[src/hdl/ils_pkg.sv]
`default_nettype none

package ils_pkg;

   // fixed widths of the request and response fields
   localparam int TYPE_W  = 3;
   localparam int INDEX_W = 11;
   localparam int DATA_W  = 32;
   localparam int COUNT_W = 11;

   // internal position width, wide enough for any supported capacity and its count
   localparam int POS_W = 13;

   typedef enum logic [TYPE_W-1:0] {
      REQ_READ = 3'd0,
      REQ_HEAD = 3'd1,
      REQ_TAIL = 3'd2,
      REQ_AT   = 3'd3,
      REQ_DEL  = 3'd4
   } req_code_type;

   // shift command broadcast to every cell of the chain
   typedef struct packed {
      logic              ins;
      logic              del;
      logic [POS_W-1:0]  pos;
      logic [DATA_W-1:0] value;
   } cell_cmd_type;

   // number of radix-4 levels needed to reduce the given number of leaves
   function automatic int tree_levels(input int leaves);
      return ($clog2(leaves) + 1) / 2;
   endfunction

endpackage

`default_nettype wire

[src/hdl/ils_cell.sv]
`default_nettype none

module ils_cell
   import ils_pkg::*;
#(
   parameter int unsigned POS = 0
) (
   input  wire logic                clock,
   input  wire cell_cmd_type        cmd,
   input  wire logic [DATA_W-1:0]   left_data,
   input  wire logic [DATA_W-1:0]   right_data,
   input  wire logic [POS_W-1:0]    sel_pos,
   output logic      [DATA_W-1:0]   entry,
   output logic      [DATA_W-1:0]   leaf
);

   localparam logic [POS_W-1:0] MY_POS = POS_W'(POS);

   logic [DATA_W-1:0] entry_ff;
   logic [DATA_W-1:0] entry_in;

   always_comb begin
      entry_in = entry_ff;
      priority if (cmd.ins && (MY_POS > cmd.pos)) begin
         entry_in = left_data;
      end else if (cmd.ins && (MY_POS == cmd.pos)) begin
         entry_in = cmd.value;
      end else if (cmd.del && (MY_POS >= cmd.pos)) begin
         entry_in = right_data;
      end else begin
         // no shift reaches this cell, hold the word
         entry_in = entry_ff;
      end
   end

   always_ff @(posedge clock) begin
      entry_ff <= entry_in;
   end

   assign entry = entry_ff;
   // only the selected cell drives its word into the read tree
   assign leaf  = (MY_POS == sel_pos) ? entry_ff : '0;

endmodule

`default_nettype wire

[config.mk]
export PLATFORM = sky130hd
export DESIGN_NAME = ils_cell
export DESIGN_NICKNAME = d
export VERILOG_FILES = /design/src/hdl/ils_pkg.sv /design/src/hdl/ils_cell.sv
export SDC_FILE = /design/constraint.sdc
export NUM_CORES = 1
export LEC_CHECK = 0
export CAP_MARGIN = 10
export CORE_AREA = 2 2 74 76
export CTS_CLUSTER_DIAMETER = 30
export DETAILED_ROUTE_END_ITERATION = 12
export DIE_AREA = 0 0 76 78
export DONT_BUFFER_PORTS = 1
export SYNTH_ARGS = -nofsm -noshare
export SYNTH_HDL_FRONTEND = slang
export SYNTH_SLANG_ARGS = --single-unit
[constraint.sdc]
create_clock -name clock -period 2.16 [get_ports clock]
set_clock_uncertainty 0.1 [all_clocks]
set_input_delay 0.108 -clock clock [delete_from_list [all_inputs] [get_ports clock]]
set_output_delay 0.108 -clock clock [all_outputs]
set_load 0.02 [all_outputs]
After elaboration in Yosys (flattened, before gate mapping)
Index checks and enable logic that the tools add are counted.
Operators by class
  order comparisons: 2
  multiplexer cells: 4
  reduce and logical (&&, ||, !) cells: 6
Operators by type and width (number)
  two-way mux 32 bit: 4
  logical NOT 13 bit: 2
  >= comparator 1 x 13 -> 1 bit (first input constant): 1
  > comparator 1 x 13 -> 1 bit (first input constant): 1
  logical AND 1 bit: 3
  nonzero test 3 bit: 1
Storage, ports and cells
  bits in registers: 32
  bits of input ports: 125
  output and inout port bits: 64
  word-level logic and storage cells: 13

Longest topological paths before layout
  depth after elaboration: 5
  depth in mapped cells: 4
  gate-level depth less buffers: 3

Worst setup path after synthesis
No wires, ideal clock.
  path kind: in2reg
  start point: input cmd[37] in the netlist's numbering
  end point: register entry_ff[0], in the netlist entry[0], enable pin
  data arrival time: 1.055 ns
  required time: 1.685 ns
  setup slack: 0.630 ns
  stages: 2
  cell sequence: nor4_2 -> and4_2
On the way
  longest elaborated chain between the ends: 3
  elaborated cells between the ends (all ways): 7
  classes of those cells: 2 x order compare; 5 x reduce/logical
RTL lines
  start: declaration: line ils_cell.sv:9  | input wire cell_cmd_type cmd,
  > comparator 1 x 13 -> 1 bit (tied with other cells): line ils_cell.sv:24  | priority if (cmd.ins && (MY_POS > cmd.pos)) begin
  logical AND 1 bit, on equally long branches: line ils_cell.sv:24, ils_cell.sv:26, ils_cell.sv:28
  nonzero test 3 bit (no line) (*)
  end signal: assignment: line ils_cell.sv:37  | entry_ff <= entry_in;
  end: declaration: line ils_cell.sv:19  | logic [DATA_W-1:0] entry_ff;
Every way passes the cells marked *; elsewhere a longest branch is shown, timed or not.
A chain may end at the register's enable or synchronous reset.

Worst setup path in the final report
  start point: input cmd[37] in the netlist's numbering
  end point: register entry_ff[23], in the netlist entry[23], data pin
On the way
  longest elaborated chain between the ends: 4
  elaborated cells between the ends (all ways): 6
  classes of those cells: 1 x order compare; 2 x mux; 3 x reduce/logical
RTL lines
  parallel branches: the longest is 3 deep, another holds > comparator 1 x 13 -> 1 bit
  two-way mux 32 bit (*): line ils_cell.sv:24
  named net entry_in[23]: line ils_cell.sv:20  | logic [DATA_W-1:0] entry_in;
Mark *: on every way through the listed nets, which the timed path passes.

==> flow_summary.json <==
{
  "synthesis.area_um2": 1787,
  "ioPinCount": 189,
  "first_global_vias": 1332,
  "drive_gt1_share_pct": 25.27,
  "cts_buffer_depth": 2,
  "synth_compound_area_share_pct": 0,
  "synthMuxAreaShare_pct": 26.47,
  "required_ns": 2.08,
  "path_cells": "nor4_2, nand4_2, buf_4, mux2_4, dlygate4sd3_1",
  "syn2layout_area_growth_pct": 46.29,
  "drcViolationCount": 0,
  "synthAdderAreaFrac_pct": 0,
  "slowest_stage": "dlygate4sd3_1",
  "synth_xor_area_share_pct": 0,
  "slew_viol_final": 0,
  "cts_resized": 0,
  "clkTransAtPathRegs_ns": 0.06,
  "grt_max_degree": 33,
  "root_buffer": "clkbuf_8",
  "ys_ff_latch": 32,
  "vias": 1255,
  "grt_pass1_wl_mm": 6.630,
  "cts_tree": "done",
  "synthSimpleGateAreaFrac_pct": 17.23,
  "worstSetupPathType": "in -> reg",
  "status": "complete, no violations",
  "fin_crit_ns": 1.817,
  "htreeDepth": 2,
  "rsz0062_at_grt": "false",
  "port_buffers": 0,
  "worstMarginPinSlew_ns": 0.3010,
  "cts_setup_buffers": 0,
  "cp.arrival_ns": 1.74,
  "clock-sinks": 32,
  "cp_slowest_stage_delay_ns": 0.57,
  "layout_setup_ws_ns": 0.3434,
  "via_per_inst": 4.902,
  "numCtsBuffers": 5,
  "gr-total-overflow": 0,
  "syn_nets": 240,
  "hp-class": "in -> reg",
  "placementRows": 26,
  "slew_headroom_pct": 79.94,
  "start_util_pct": 35.43,
  "fmax_ghz": 0.5505,
  "finalSetupTns_ns": 0,
  "postSynthAreaPerCell_um2": 15.54,
  "ctsHoldBuffers": 64,
  "routedWlPerCell_um": 18.21,
  "num_antenna_cells": 0,
  "grtUsageTotal_pct": 14.49,
  "cp-start-kind": "input pin",
  "post-place-ws_ns": 0.6174,
  "vdd_drop_max_mv": 0.3209,
  "drt-initial-drc-count": 37,
  "ys_seq_area_share_pct": 53.78,
  "period_share_pct": 84.10,
  "largest_register_ffs": 32,
  "nets": 310,
  "antenna_left": 0,
  "final_cell_mix": "64 x dlygate4sd3_1, 32 x and2_1, 32 x edfxtp_1, 30 x mux2_4",
  "yosys_warnings": 0,
  "hold_violations": 0,
  "totalWireLength_mm": 4.663,
  "power.density_nw_per_um2": 526.6,
  "firstDrtPassIters": 3,
  "die_area_um2": 5928,
  "synthCells": 115,
  "synth.distinct_cells": 15,
  "core_area_um2": 5042,
  "end_kind": "register",
  "power.leakage_nw": 1.055,
  "mostFrequentLayoutCell": "dlygate4sd3_1",
  "crit_family": "buffers and inverters",
  "die_w_um": 76,
  "setup_violations": 0,
  "cp_max_fo": 15,
  "antenna_found_initial": 0,
  "gp_routability_congestion": 0.6517,
  "dp_hpwl_mm": 3.121,
  "die_h_um": 78,
  "crit_buf_inv": 2,
  "drv_cap": 0,
  "synth_top_family_by_area": "multiplexers"
}
## cells in the mapped netlist (all sizes together)
cell type	instances	area (µm²)
buf	3	33.78
nand4	1	12.51
and4	2	18.77
mux2	32	473.0
nor4	4	46.29
nor3	3	15.01
clkbuf	3	11.26
nor3b	1	7.510
and2	32	200.2
edfxtp	32	960.9
nor2	2	7.510
## path summary, 6_finish.rpt
path | from | to | slack [ns] | cells after the start
min | cmd[43] | entry[8] | 0.31 | 3
max | cmd[37] | entry[23] | 0.34 | 5
## power breakdown
part           internal, mW  switching, mW  total [mW]  leakage, nW
combinational         0.118         0.0276       0.146        0.714
clock                 0.336          0.212       0.548       0.0532
sequential            0.682       0.000156       0.683        0.287
## cell families (layout without fill, tap and decap cells)
logic type	after synthesis	count (layout)
simple gates	45	45
mux	32	32
flops	32	32
buf+inv	6	77
## metal layers
metal  vias up  GRT usage (%)  share of wire [%]
li1        561              -                  -
met5         -              0                  0
met1       606          13.36                 33
met4         0          5.636                1.5
met2        81          29.20                 58
met3         7          4.651                7.3
## stage by stage
stage | hold WS [ns] | cell area, µm² | instances | util, % | total power, mW
finish | 0.3089 | 2614 | 256 | 51.84 | 1.376
global route | 0.3034 | 2614 | 256 | 51.84 | 1.429
CTS | 0.2988 | 2614 | 256 | 51.84 | 1.389
detailed placement | 0.2277 | 1867 | 184 | 37.02 | 0.7492
global placement | 0.2261 | 1867 | 184 | 37.02 | 0.7473
floorplan | 0.2255 | 1787 | 115 | - | 0.7451
## final cells by class
type	count	area, µm²
clock buffers	5	68.82
well taps	70	87.58
multi-input cells	77	780.7
repair buffers	69	678.2
flip-flops and latches	32	960.9
fillers	429	2429
clock inverters	3	37.54
(Power assumes the default switching activity.)
